## src/rtl/bfa_pkg.sv

```systemverilog
// Shared types and constants for the best-fit block allocator.
`default_nettype none
package bfa_pkg;
  localparam int SW = 24;
  localparam int NUM_HEADERS_DEF = 32;
  localparam logic [SW-1:0] ARENA_RESET = 24'd65536;
  localparam logic OP_ALLOC = 1'b0;
  localparam logic OP_RELEASE = 1'b1;
  localparam logic [1:0] ST_OK = 2'd0;
  localparam logic [1:0] ST_NO_FIT = 2'd1;
  localparam logic [1:0] ST_NOT_FOUND = 2'd2;
  typedef struct packed {
    logic          free;
    logic [SW-1:0] size;
  } hdr_t;
endpackage
`default_nettype wire

```

## src/rtl/bfa_hdr_mem.sv

```systemverilog
// Header table storage: one write port, one registered read port.
`default_nettype none
module bfa_hdr_mem #(
  parameter int NUM_HEADERS = bfa_pkg::NUM_HEADERS_DEF
) (
  input  wire logic                           clk,
  input  wire logic                           we,
  input  wire logic [$clog2(NUM_HEADERS)-1:0] waddr,
  input  wire bfa_pkg::hdr_t                  wdata,
  input  wire logic [$clog2(NUM_HEADERS)-1:0] raddr,
  output      bfa_pkg::hdr_t                  rdata
);
  bfa_pkg::hdr_t mem [NUM_HEADERS];
  bfa_pkg::hdr_t rdata_r;

  always_ff @(posedge clk) begin
    if (we) begin
      mem[waddr] <= wdata;
    end
    rdata_r <= mem[raddr];
  end

  assign rdata = rdata_r;
endmodule
`default_nettype wire

```

## src/rtl/best_fit_block_allocator.sv

```systemverilog
// Top level of the best-fit block allocator: sequencer over the header table.
`default_nettype none
// A request word is taken when start is high and busy is low; its one result
// word shows on the out_ ports for a single cycle with out_valid and cannot be
// held off. Headers live in a table with one write port and one registered
// read port, and every request but a zero-size allocate is a walk by one
// shared add/compare unit. After reset and after every cfg write the table is
// cleared (busy high). An allocate of size zero answers in the cycle after it
// is taken. Otherwise an allocate runs a best-fit scan, then the lower-neighbor
// walk, the upper neighbor, the empty-slot search and the shift as needed. A
// release runs an offset scan and then the lower-neighbor walk. cfg_ready is
// always high; a cfg write reloads arena_size and restarts the clear.
module best_fit_block_allocator #(
  parameter int NUM_HEADERS = bfa_pkg::NUM_HEADERS_DEF
) (
  input  wire logic                   clk,
  input  wire logic                   rst_n,
  input  wire logic                   start,
  output      logic                   busy,
  input  wire logic                   in_operation,
  input  wire logic [bfa_pkg::SW-1:0] in_request_size,
  input  wire logic [bfa_pkg::SW-1:0] in_release_offset,
  output      logic                   out_valid,
  output      logic [1:0]             out_status,
  output      logic [bfa_pkg::SW-1:0] out_block_offset,
  input  wire logic                   cfg_valid,
  output      logic                   cfg_ready,
  input  wire logic [bfa_pkg::SW-1:0] cfg_data
);
  localparam int SW = bfa_pkg::SW;
  localparam int IW = $clog2(NUM_HEADERS);
  localparam int OW = SW + IW;  // running offset never wraps
  localparam logic [IW-1:0] LAST = IW'(NUM_HEADERS - 1);

  localparam logic [4:0] S_IDLE   = 5'd0;
  localparam logic [4:0] S_CLR    = 5'd1;
  localparam logic [4:0] S_SC_RD  = 5'd2;
  localparam logic [4:0] S_SC_EV  = 5'd3;
  localparam logic [4:0] S_LN_RD  = 5'd4;
  localparam logic [4:0] S_LN_EV  = 5'd5;
  localparam logic [4:0] S_LN_END = 5'd6;
  localparam logic [4:0] S_UP_RD  = 5'd7;
  localparam logic [4:0] S_UP_EV  = 5'd8;
  localparam logic [4:0] S_FE_RD  = 5'd9;
  localparam logic [4:0] S_FE_EV  = 5'd10;
  localparam logic [4:0] S_SH_RD  = 5'd11;
  localparam logic [4:0] S_SH_WR  = 5'd12;
  localparam logic [4:0] S_SH_END = 5'd13;
  localparam logic [4:0] S_FIN_RD = 5'd14;
  localparam logic [4:0] S_FIN_EV = 5'd15;
  localparam logic [4:0] S_RL_RD  = 5'd16;
  localparam logic [4:0] S_RL_EV  = 5'd17;
  localparam logic [4:0] S_RU_RD  = 5'd18;
  localparam logic [4:0] S_RU_EV  = 5'd19;
  localparam logic [4:0] S_RW     = 5'd20;
  localparam logic [4:0] S_RM_RD  = 5'd21;
  localparam logic [4:0] S_RM_EV  = 5'd22;

  // sequencer state
  logic [4:0]    st_r, st_nxt;
  logic [IW-1:0] k_r, k_nxt;        // walk index
  logic [IW-1:0] b_r, b_nxt;        // chosen / released header
  logic [IW-1:0] dest_r, dest_nxt;  // where leftover goes
  logic [IW-1:0] e_r, e_nxt;        // empty slot for shift
  logic [OW-1:0] off_r, off_nxt;
  logic [OW-1:0] boff_r, boff_nxt;
  logic [SW-1:0] arena_r;
  logic [SW-1:0] req_r, req_nxt;
  logic [SW-1:0] where_r, where_nxt;
  logic [SW-1:0] bsz_r, bsz_nxt;    // best block size / released size
  logic [SW-1:0] bdiff_r, bdiff_nxt;
  logic          bfound_r, bfound_nxt;
  logic          below_r, below_nxt;
  logic          lnf_r, lnf_nxt;
  logic          op_r, op_nxt;
  logic          sh_up_r, sh_up_nxt;  // shift direction: entries move down
  logic          ov_r, ov_nxt;
  logic [1:0]    os_r, os_nxt;
  logic [SW-1:0] ob_r, ob_nxt;

  // table port
  logic          we;
  logic [IW-1:0] waddr, raddr;
  bfa_pkg::hdr_t wdata, rd;

  // shared arithmetic
  logic [SW-1:0] diff;
  logic          fits, empty;
  logic [OW-1:0] off_sum;

  bfa_hdr_mem #(.NUM_HEADERS(NUM_HEADERS)) u_mem (
    .clk  (clk),
    .we   (we),
    .waddr(waddr),
    .wdata(wdata),
    .raddr(raddr),
    .rdata(rd)
  );

  assign diff    = rd.size - req_r;
  assign fits    = rd.free && (rd.size >= req_r);
  assign empty   = rd.free && (rd.size == '0);
  assign off_sum = off_r + OW'(rd.size);

  assign busy      = (st_r != S_IDLE);
  assign cfg_ready = 1'b1;
  assign out_valid        = ov_r;
  assign out_status       = os_r;
  assign out_block_offset = ob_r;

  always_comb begin
    st_nxt = st_r; k_nxt = k_r; b_nxt = b_r; dest_nxt = dest_r; e_nxt = e_r;
    off_nxt = off_r; boff_nxt = boff_r; req_nxt = req_r; where_nxt = where_r;
    bsz_nxt = bsz_r; bdiff_nxt = bdiff_r; bfound_nxt = bfound_r;
    below_nxt = below_r; lnf_nxt = lnf_r; op_nxt = op_r; sh_up_nxt = sh_up_r;
    ov_nxt = 1'b0; os_nxt = os_r; ob_nxt = ob_r;
    we = 1'b0; waddr = k_r; wdata = rd; raddr = k_r;
    case (st_r)
      S_IDLE: begin
        if (start) begin
          op_nxt = in_operation; req_nxt = in_request_size;
          where_nxt = in_release_offset;
          k_nxt = '0; off_nxt = '0; bfound_nxt = 1'b0; below_nxt = 1'b0;
          if (in_operation == bfa_pkg::OP_RELEASE) begin
            st_nxt = S_RL_RD;
          end else if (in_request_size == '0) begin
            ov_nxt = 1'b1; os_nxt = bfa_pkg::ST_NO_FIT; ob_nxt = '0;
          end else begin
            st_nxt = S_SC_RD;
          end
        end
      end
      S_CLR: begin
        we = 1'b1; waddr = k_r;
        wdata.free = 1'b1;
        wdata.size = (k_r == '0) ? arena_r : '0;
        if (k_r == LAST) st_nxt = S_IDLE;
        else k_nxt = k_r + 1'b1;
      end
      // best-fit scan
      S_SC_RD: st_nxt = S_SC_EV;
      S_SC_EV: begin
        st_nxt = S_SC_RD;
        off_nxt = off_sum;
        if (fits && diff == '0) begin
          we = 1'b1; waddr = k_r; wdata.free = 1'b0; wdata.size = rd.size;
          ov_nxt = 1'b1; os_nxt = bfa_pkg::ST_OK; ob_nxt = off_r[SW-1:0];
          st_nxt = S_IDLE;
        end else begin
          if (fits && (!bfound_r || diff < bdiff_r)) begin
            bfound_nxt = 1'b1; b_nxt = k_r; bdiff_nxt = diff;
            boff_nxt = off_r; bsz_nxt = rd.size;
          end
          if (k_r == LAST) begin
            if (!(bfound_r || fits)) begin
              ov_nxt = 1'b1; os_nxt = bfa_pkg::ST_NO_FIT; ob_nxt = '0;
              st_nxt = S_IDLE;
            end else begin
              // b_nxt already valid here
              lnf_nxt = 1'b0;
              if (b_nxt == '0) st_nxt = S_LN_END;
              else begin
                k_nxt = b_nxt - 1'b1; st_nxt = S_LN_RD;
              end
            end
          end else begin
            k_nxt = k_r + 1'b1;
          end
        end
      end
      // lower-neighbor walk from b_r
      S_LN_RD: st_nxt = S_LN_EV;
      S_LN_EV: begin
        st_nxt = S_LN_END;
        if (!rd.free) begin
          lnf_nxt = (k_r + 1'b1 != b_r);
          dest_nxt = k_r + 1'b1;
        end else if (rd.size != '0) begin
          lnf_nxt = 1'b1; dest_nxt = k_r;
        end else if (k_r == '0) begin
          lnf_nxt = 1'b0;
        end else begin
          k_nxt = k_r - 1'b1; st_nxt = S_LN_RD;
        end
      end
      S_LN_END: begin
        if (op_r == bfa_pkg::OP_RELEASE) begin
          if (lnf_r) st_nxt = S_RM_RD;
          else begin
            ov_nxt = 1'b1; os_nxt = bfa_pkg::ST_OK; ob_nxt = '0;
            st_nxt = S_IDLE;
          end
        end else if (lnf_r) begin
          below_nxt = 1'b1; st_nxt = S_FIN_RD;
        end else if (b_r != LAST) begin
          k_nxt = b_r + 1'b1; st_nxt = S_UP_RD;
        end else begin
          k_nxt = '0; st_nxt = S_FE_RD;
        end
      end
      // higher neighbor
      S_UP_RD: st_nxt = S_UP_EV;
      S_UP_EV: begin
        if (rd.free) begin
          dest_nxt = k_r; st_nxt = S_FIN_RD;
        end else begin
          k_nxt = '0; st_nxt = S_FE_RD;
        end
      end
      // first empty slot
      S_FE_RD: st_nxt = S_FE_EV;
      S_FE_EV: begin
        st_nxt = S_FE_RD;
        if (empty) begin
          e_nxt = k_r;
          if (k_r < b_r) begin
            sh_up_nxt = 1'b1; dest_nxt = b_r; st_nxt = S_SH_RD;
          end else begin
            sh_up_nxt = 1'b0; dest_nxt = b_r + 1'b1;
            st_nxt = (k_r > b_r + 1'b1) ? S_SH_RD : S_SH_END;
          end
        end else if (k_r == LAST) begin
          // no room to split: grant unsplit
          we = 1'b1; waddr = b_r; wdata.free = 1'b0; wdata.size = bsz_r;
          ov_nxt = 1'b1; os_nxt = bfa_pkg::ST_OK; ob_nxt = boff_r[SW-1:0];
          st_nxt = S_IDLE;
        end else begin
          k_nxt = k_r + 1'b1;
        end
      end
      // shift entries toward the empty slot
      S_SH_RD: begin
        raddr = sh_up_r ? k_r + 1'b1 : k_r - 1'b1;
        st_nxt = S_SH_WR;
      end
      S_SH_WR: begin
        we = 1'b1; waddr = k_r; wdata = rd;
        st_nxt = S_SH_RD;
        if (sh_up_r) begin
          k_nxt = k_r + 1'b1;
          if (k_r + 1'b1 == b_r) begin
            b_nxt = b_r - 1'b1; st_nxt = S_SH_END;
          end
        end else begin
          k_nxt = k_r - 1'b1;
          if (k_r - 1'b1 == b_r + 1'b1) st_nxt = S_SH_END;
        end
      end
      S_SH_END: begin
        we = 1'b1; waddr = dest_r; wdata.free = 1'b1; wdata.size = '0;
        st_nxt = S_FIN_RD;
      end
      // grant: shrink chosen block, grow destination
      S_FIN_RD: begin
        we = 1'b1; waddr = b_r; wdata.free = 1'b0; wdata.size = req_r;
        raddr = dest_r;
        st_nxt = S_FIN_EV;
      end
      S_FIN_EV: begin
        we = 1'b1; waddr = dest_r; wdata.free = rd.free;
        wdata.size = rd.size + bdiff_r;
        ov_nxt = 1'b1; os_nxt = bfa_pkg::ST_OK;
        ob_nxt = boff_r[SW-1:0] + (below_r ? bdiff_r : '0);
        st_nxt = S_IDLE;
      end
      // release: offset match scan
      S_RL_RD: st_nxt = S_RL_EV;
      S_RL_EV: begin
        off_nxt = off_sum;
        st_nxt = S_RL_RD;
        if (off_r == OW'(where_r) && !empty) begin
          b_nxt = k_r; bsz_nxt = rd.size;
          if (k_r != LAST) begin
            k_nxt = k_r + 1'b1; st_nxt = S_RU_RD;
          end else begin
            st_nxt = S_RW;
          end
        end else if (k_r == LAST) begin
          ov_nxt = 1'b1; os_nxt = bfa_pkg::ST_NOT_FOUND; ob_nxt = '0;
          st_nxt = S_IDLE;
        end else begin
          k_nxt = k_r + 1'b1;
        end
      end
      S_RU_RD: st_nxt = S_RU_EV;
      S_RU_EV: begin
        if (rd.free) begin
          bsz_nxt = bsz_r + rd.size;
          we = 1'b1; waddr = k_r; wdata.free = 1'b1; wdata.size = '0;
        end
        st_nxt = S_RW;
      end
      S_RW: begin
        we = 1'b1; waddr = b_r; wdata.free = 1'b1; wdata.size = bsz_r;
        lnf_nxt = 1'b0;
        if (b_r == '0) st_nxt = S_LN_END;
        else begin
          k_nxt = b_r - 1'b1; st_nxt = S_LN_RD;
        end
      end
      // merge into lower neighbor
      S_RM_RD: begin
        we = 1'b1; waddr = b_r; wdata.free = 1'b1; wdata.size = '0;
        raddr = dest_r;
        st_nxt = S_RM_EV;
      end
      S_RM_EV: begin
        we = 1'b1; waddr = dest_r; wdata.free = rd.free;
        wdata.size = rd.size + bsz_r;
        ov_nxt = 1'b1; os_nxt = bfa_pkg::ST_OK; ob_nxt = '0;
        st_nxt = S_IDLE;
      end
      default: st_nxt = S_IDLE;
    endcase
    if (cfg_valid) begin
      st_nxt = S_CLR; k_nxt = '0;
    end
  end

  always_ff @(posedge clk) begin
    if (!rst_n) begin
      st_r    <= S_CLR;
      k_r     <= '0;
      arena_r <= bfa_pkg::ARENA_RESET;
      ov_r    <= 1'b0;
    end else begin
      st_r <= st_nxt;
      k_r  <= k_nxt;
      ov_r <= ov_nxt;
      if (cfg_valid) arena_r <= cfg_data;
    end
  end

  always_ff @(posedge clk) begin
    b_r <= b_nxt; dest_r <= dest_nxt; e_r <= e_nxt;
    off_r <= off_nxt; boff_r <= boff_nxt; req_r <= req_nxt;
    where_r <= where_nxt; bsz_r <= bsz_nxt; bdiff_r <= bdiff_nxt;
    bfound_r <= bfound_nxt; below_r <= below_nxt; lnf_r <= lnf_nxt;
    op_r <= op_nxt; sh_up_r <= sh_up_nxt; os_r <= os_nxt; ob_r <= ob_nxt;
  end

  // first shift write lands on the empty slot found by the search
  a_shift_from_empty: assert property (@(posedge clk) disable iff (!rst_n)
    (st_r == S_SH_WR && $past(st_r) == S_SH_RD && $past(st_r, 2) == S_FE_EV)
      |-> k_r == e_r)
    else $error("shift did not start at the empty slot");
  a_taken: assert property (@(posedge clk) disable iff (!rst_n)
    (start && !busy && !cfg_valid) |=> (busy || out_valid))
    else $error("accepted word neither worked on nor answered");
  a_fail_zero: assert property (@(posedge clk) disable iff (!rst_n)
    (out_valid && out_status != bfa_pkg::ST_OK) |-> out_block_offset == '0)
    else $error("failed result carries an offset");
  a_cfg_clear: assert property (@(posedge clk) disable iff (!rst_n)
    (cfg_valid && cfg_ready) |=> (busy && k_r == '0))
    else $error("cfg write did not restart the clear");
endmodule
`default_nettype wire

```

## config.mk

```make
export PLATFORM = sky130hd
export DESIGN_NAME = best_fit_block_allocator
export DESIGN_NICKNAME = d
export VERILOG_FILES = /design/src/rtl/bfa_pkg.sv /design/src/rtl/bfa_hdr_mem.sv /design/src/rtl/best_fit_block_allocator.sv
export SDC_FILE = /design/constraint.sdc
export NUM_CORES = 2
export LEC_CHECK = 0
export BUFFER_PORTS_ARGS = -buffer_cell sky130_fd_sc_hd__buf_2
export CAP_MARGIN = 40
export CELL_PAD_IN_SITES_DETAIL_PLACEMENT = 0
export CELL_PAD_IN_SITES_GLOBAL_PLACEMENT = 1
export CORE_MARGIN = 2
export CORE_UTILIZATION = 48
export DETAILED_ROUTE_END_ITERATION = 12
export GPL_ROUTABILITY_DRIVEN = 0
export PLACE_DENSITY_LB_ADDON = 0.12
export SETUP_SLACK_MARGIN = 0.15
export SYNTH_ARGS = -nofsm -noshare
export SYNTH_HDL_FRONTEND = slang
export SYNTH_SLANG_ARGS = --single-unit
```

## constraint.sdc

```tcl
create_clock -name clk -period 8.7 [get_ports clk]
set_clock_uncertainty 0.05 [all_clocks]
set_input_delay 1.74 -clock clk [delete_from_list [all_inputs] [get_ports clk]]
set_output_delay 1.74 -clock clk [all_outputs]
set_load 0.01 [all_outputs]
```

# Word-level counts from Yosys, hierarchy flattened
# Memory sizes are Yosys's and may differ from the RTL's. A register that Yosys moved wholly into a read port is not among the register bits.
# Index checks and enable logic that the tools add are counted.
# op_classes
add_sub_neg	10
order_cmp	4
eq_ne	64
n_mux	137
bitwise_logic	2
reduce_logical	50
# ops
operator	count
$mux 24	18
$pmux 25 s9	1
$mux 5	42
$pmux 24 s7	1
$pmux 5 s21	1
$mux 25	4
$add 24x24->24	3
$logic_not 24->1	3
$pmux 24 s3	1
$pmux 29 s2	1
$pmux 5 s10	1
$ne 2x2->1 const B	24
$pmux 5 s3	3
$eq 5x4->1 const B	8
$eq 5x5->1 const B	8
$mux 2	17
$add 29x24->29	1
$eq 29x24->1	1
$mux 29	1
$mux 1	27
$mux 3	9
$ge 24x24->1	1
$lt 24x24->1	1
$reduce_and 12->1	2
other kinds (41)	88
# word_totals
register_bits	225
ram_bits	800
inputBits	77
output_inout_bits	29
word_cells	287
mem_count	1
# memory_table
name	depth	width	read_ports	rd_ports_with_merged_regs	wr	line	text
u_mem.mem	32	25	1	1	1	bfa_hdr_mem.sv:13	bfa_pkg::hdr_t mem [NUM_HEADERS];

# Depth between registers and ports, before layout
# logic_depth
depth_word	13
depth_mapped	29
ltp_nobuf	26

# Cells and area by module
# From an unflattened synthesis, not the netlist that was laid out.
# unflattened
cells_unflattened	3858
hier_area_um2	50322.0
# by_module_without_submodules
module	instances	cells_per_inst	area_each_um2	seq_area_each_um2
bfa_hdr_mem	1	1778	31826.8	24523.5
best_fit_block_allocator	1	2080	18495.2	6406.1

# Least setup slack after synthesis
# No wires, ideal clock.
# synth_timing
path_type	reg-to-reg
startpoint	register, netlist name u_mem.rdata[1]
endpoint	register bdiff_r[0], enable pin
setup_time_ps	573
t_arrival_ps	7902
t_required_ps	8077
slack_ps	176
path_stages_with_launch	17
path_buffers	0
synth_period_minus_slack_ps	8524
cell_sequence	dfxtp_1 -> ha_1 -> nor2b_1 -> o31a_1 -> o21ai_1 -> a311o_1 -> o21ai_1 -> a21o_1 -> a21oi_1 -> xnor2_1 -> ha_1 -> a21o_1 -> a21o_1 -> a21oi_1 -> o21ai_0 -> o2bb2ai_1 -> nor4_1
# synth_between
elab_chain_len	5
elab_cells_between_ends	10
classes_between	add/sub: 1; order compare: 2; bitwise: 1; reduce/logical: 6
# synth_rtl
element	line	text
$sub 24x24->24 *	best_fit_block_allocator.sv:100	assign diff = rd.size - req_r;
via diff[21]	best_fit_block_allocator.sv:87	logic [SW-1:0] diff;
$lt 24x24->1 / $logic_not 24->1 (equally long branches)	best_fit_block_allocator.sv:150, best_fit_block_allocator.sv:145	
$logic_or 1x1->1 / $logic_and 1x1->1 (equally long branches)	best_fit_block_allocator.sv:150, best_fit_block_allocator.sv:145	
$logic_and 1x1->1 / $not 1->1 (equally long branches)	-	
$reduce_and 3->1 (no source line) *	-	
to (signal assigned)	best_fit_block_allocator.sv:337	where_r <= where_nxt; bsz_r <= bsz_nxt; bdiff_r <= bdiff_nxt;
to (decl)	best_fit_block_allocator.sv:71	logic [SW-1:0] bdiff_r, bdiff_nxt;
# The timed path passes the listed nets; every way through them passes the cells marked *.
# A chain may end at the register's enable or synchronous reset.

# Final worst setup path
# layout_timing
startpoint	register, netlist name u_mem.rdata[1]
endpoint	register k_r[0]
# layout_between
elab_chain_len	13
elab_cells_between_ends	32
classes_between	add/sub: 2; order compare: 2; eq/ne: 6; mux: 9; reduce/logical: 13
# layout_rtl
element	line	text
$sub 24x24->24 *	best_fit_block_allocator.sv:100	
via diff[21]	best_fit_block_allocator.sv:87	
$lt 24x24->1	best_fit_block_allocator.sv:150	if (fits && (!bfound_r || diff < bdiff_r)) begin
$logic_or 1x1->1	best_fit_block_allocator.sv:150	
$logic_and 1x1->1	best_fit_block_allocator.sv:150	
$mux 5	best_fit_block_allocator.sv:150	
$mux 5	best_fit_block_allocator.sv:145	if (fits && diff == '0) begin
$mux 5	best_fit_block_allocator.sv:118	case (st_r)
$sub 5x1->5	best_fit_block_allocator.sv:163	k_nxt = b_nxt - 1'b1; st_nxt = S_LN_RD;
$mux 5	best_fit_block_allocator.sv:161	if (b_nxt == '0) st_nxt = S_LN_END;
$mux 5	best_fit_block_allocator.sv:155	if (!(bfound_r || fits)) begin
$mux 5	best_fit_block_allocator.sv:154	if (k_r == LAST) begin
$mux 5	best_fit_block_allocator.sv:145	
$pmux 5 s10	best_fit_block_allocator.sv:118	
to (signal assigned)	best_fit_block_allocator.sv:328	k_r <= k_nxt;
to (decl)	best_fit_block_allocator.sv:61	logic [IW-1:0] k_r, k_nxt;
# The timed path passes the listed nets; every way through them passes the cells marked *. The select of a mux whose other input is x is not followed.

==> impl_metrics.py <==
metrics = {
    "synthesis": {
        "synth_ff_type": "edfxtp_1",
        "syn-cell-area_mm2": 0.05147,
        "synth_mux_area_frac": 0.1626,
        "synth_top_family_by_area": "multiplexers",
        "synthXorXnorAreaFrac": 0.02518,
        "ys_async_sr_fraction": 0,
        "synth_cells": 3765,
        "yosysWarnings": 0,
        "syn_nets": 4009,
        "synth_enable_flop_cells": 990,
        "synth.avg_cell_area_um2": 13.67,
        "seq_area_frac_synth": 0.6009,
        "synth_cell_type_count": 85,
        "yosys.area_share.simple": 0.06648,
        "synth_compound_area_frac": 0.08051,
        "ys_ff_latch": 1050,
        "synthAdderAreaFrac": 0.04152,
    },
    "die": {
        "io_pins": 106,
        "dieWidth_um": 331.5,
        "die_area_mm2": 0.1099,
        "rows": 120,
        "core_region_area_mm2": 0.1068,
        "die_h_um": 331.5,
        "start_util": 0.4822,
    },
    "timing": {
        "fmax_mhz": 147.3,
        "layout_min_cycle_time_ps": 6787,
        "rsz0062_at_grt": "false",
        "slew_headroom": 0.1177,
        "finalSetupViolations": 0,
        "fin_tns_setup_ps": 0,
        "slew_viol_final": 0,
        "finalCritPeriodShare": 0.7801,
        "worst_slew_pin_slew_ps": 1323,
        "holdWs_ps": 488.8,
        "finalHoldViolations": 0,
    },
    "job": {
        "max_cap_viol_count": 0,
    },
    "clock_network": {
        "clock-root-buffer": "clkbuf_16",
        "htree_levels": 3,
        "clock_path_buffers": 3,
        "postCtsResizedCells": 0,
        "cts_sinks": 1050,
        "cts_tree": "yes",
        "worstSkewPairLatency_ps": 730,
        "clk_pin_slew_ps": 60,
        "hold_buffers": 0,
        "cts_inserted_buffers": 110,
        "post_cts_buffers": 0,
    },
    "worst_setup_path": {
        "critPathBufInv": 3,
        "path_class": "reg -> reg",
        "r2r.worst_path.cells": 25,
        "required_ps": 9210,
        "crit_family": "compound AO/OA/AOI/OAI gates",
        "crit_slowest_cell": "dfxtp_1",
        "slowest_delay_ps": 630,
        "end_kind": "register",
        "critPathMostFrequentCell": "ha_1",
        "crit_cells": 25,
        "startpoint_type": "register",
        "path_max_fanout": 11,
        "arrival_ps": 7300,
    },
    "routing": {
        "drt-pass1-iter-count": 7,
        "num_vias": 32390,
        "wl_per_cell_um": 26.96,
        "drc": 0,
        "ant_nets": 0,
        "viasPerCell": 5.962,
        "totalWireLength_um": 146400,
        "drt_iter0_markers": 2947,
    },
    "grt": {
        "grt_usage": 0.2617,
        "use_met1": 0.3678,
        "grt-ovfl-total": 0,
        "grt_start_max_net_pins": 128,
        "grt_pass1_vias": 31250,
        "met3_usage": 0.03683,
        "gr-max-usage-layer": "met2",
        "grt_pass1_wl_um": 213000,
        "gr-usage-met2": 0.4245,
        "antenna_found_initial": 5,
    },
    "pwr": {
        "power_density_mw_per_mm2": 196.9,
        "peakVddDrop_uv": 162.2,
        "p_leak_nw": 23.58,
        "p_total_w": 0.01145,
    },
    "cells_and_area": {
        "mostFrequentLayoutCells": "edfxtp_1 (990), mux2i_1 (789), nand2_1 (187), ha_1 (162), nor2_1 (160)",
        "final_common_cell": "edfxtp_1",
        "syn_to_final_growth_pct": 13.02,
        "final_cells": 5432,
        "drive_gt1_frac": 0.1288,
        "finalNetCount": 4178,
    },
    "placement": {
        "dpl.cell_count": 5225,
        "dp_hpwl_um": 98480,
        "port_buffers": 104,
    },
    "hold_path": {
        "hold_path_class": "reg -> reg",
        "hold_depth": 2,
    },
    "status": {
        "status": "complete, no violations",
    },
}
==> final timing paths <==
path | to | start | slack, ps
min reg2reg | arena_r[0] | arena_r[0] | 490
min | arena_r[0] | arena_r[0] | 490
max reg2reg | k_r[0] | u_mem.rdata[1] | 1910
max | k_r[0] | u_mem.rdata[1] | 1910
==> cells in the mapped netlist (all sizes together) (7+ instances only) <==
library cell / n / area share
inv: 104 / 0.0076
a21oi: 137 / 0.013
nor4: 31 / 0.0041
a21boi: 8 / 0.0012
a211o: 7 / 0.0012
nand4: 20 / 0.0024
o21a: 28 / 0.0041
or4: 7 / 0.0011
edfxtp: 990 / 0.58
nand2: 187 / 0.014
mux2: 42 / 0.0092
o211ai: 15 / 0.0023
dfxtp: 60 / 0.023
nand3: 48 / 0.0047
a22oi: 27 / 0.0039
nor3: 68 / 0.0087
nor2: 174 / 0.013
mux2i: 789 / 0.15
nor2b: 40 / 0.0049
a221o: 20 / 0.0039
and3: 16 / 0.0019
o21ai: 112 / 0.011
xor2: 75 / 0.013
nand2b: 32 / 0.0039
or3: 15 / 0.0018
and2: 31 / 0.0038
xnor2: 73 / 0.012
clkbuf: 78 / 0.0057
a211oi: 22 / 0.0034
or2: 11 / 0.0013
ha: 162 / 0.039
buf: 93 / 0.0093
o22ai: 7 / 0.00085
o221ai: 14 / 0.0024
a221oi: 18 / 0.0031
a222oi: 21 / 0.0041
a31oi: 24 / 0.0029
a2111oi: 8 / 0.0014
a21o: 57 / 0.0083
o21bai: 13 / 0.0019
==> sequential cells by signal, summed over array words and instances, names as in the netlist, 2 cells and up <==
register	count
u_mem.mem	800
off_r	29
u_mem.rdata	25
arena_r	24
bdiff_r	24
boff_r	24
bsz_r	24
out_block_offset	24
req_r	24
where_r	24
b_r	5
dest_r	5
k_r	5
st_r	5
out_status	2
==> per-stage QoR <==
step / setup WS, ps / instance area, um^2 / util
finish: 1913 / 58180 / 0.5450
global route: 1488 / 58170 / 0.5449
CTS: 1961 / 58170 / 0.5449
detailed placement: 2032 / 54620 / 0.5117
global placement: 1919 / 54150 / 0.5073
floorplan: 175.6 / 51470 / -
==> tightest hold or removal path, stage by stage (launching register included) <==
cell and delay, ps:
dfxtp_1 320, mux2i_1 120, nor2b_1 50
==> cell families after synthesis <==
kind of cell / after synthesis
flip-flops: 1050
multiplexers: 831
AND/OR/NAND/NOR: 689
AO/OA/AOI/OAI: 601
buffers and inverters: 277
adder cells (fa/ha/maj): 168
XOR/XNOR: 148
other: 1
==> per-layer routing <==
| layer | vias up | part of all wire |
|---|---|---|
| li1 | 14890 | - |
| met3 | 217 | 0.056 |
| met2 | 1008 | 0.47 |
| met1 | 16280 | 0.44 |
| met5 | - | 0 |
| met4 | 0 | 0.029 |
==> where the power goes <==
group	internal [W]	leakage (nW)	switching, W
combinational	0.000460	12.2	0.000710
sequential	0.00558	9.64	0.0000638
clock	0.00260	1.72	0.00203
==> layout make-up <==
type	count	area, um^2
clock inverters	79	733.2
inverters	106	397.9
repair buffers	228	1790
multi-input cells	2438	19750
fillers	8881	48580
well taps	1403	1755
clock buffers	127	2816
flip-flops and latches	1050	30930
diodes	1	2.502
Note: power is estimated with default switching activity, not from simulation.
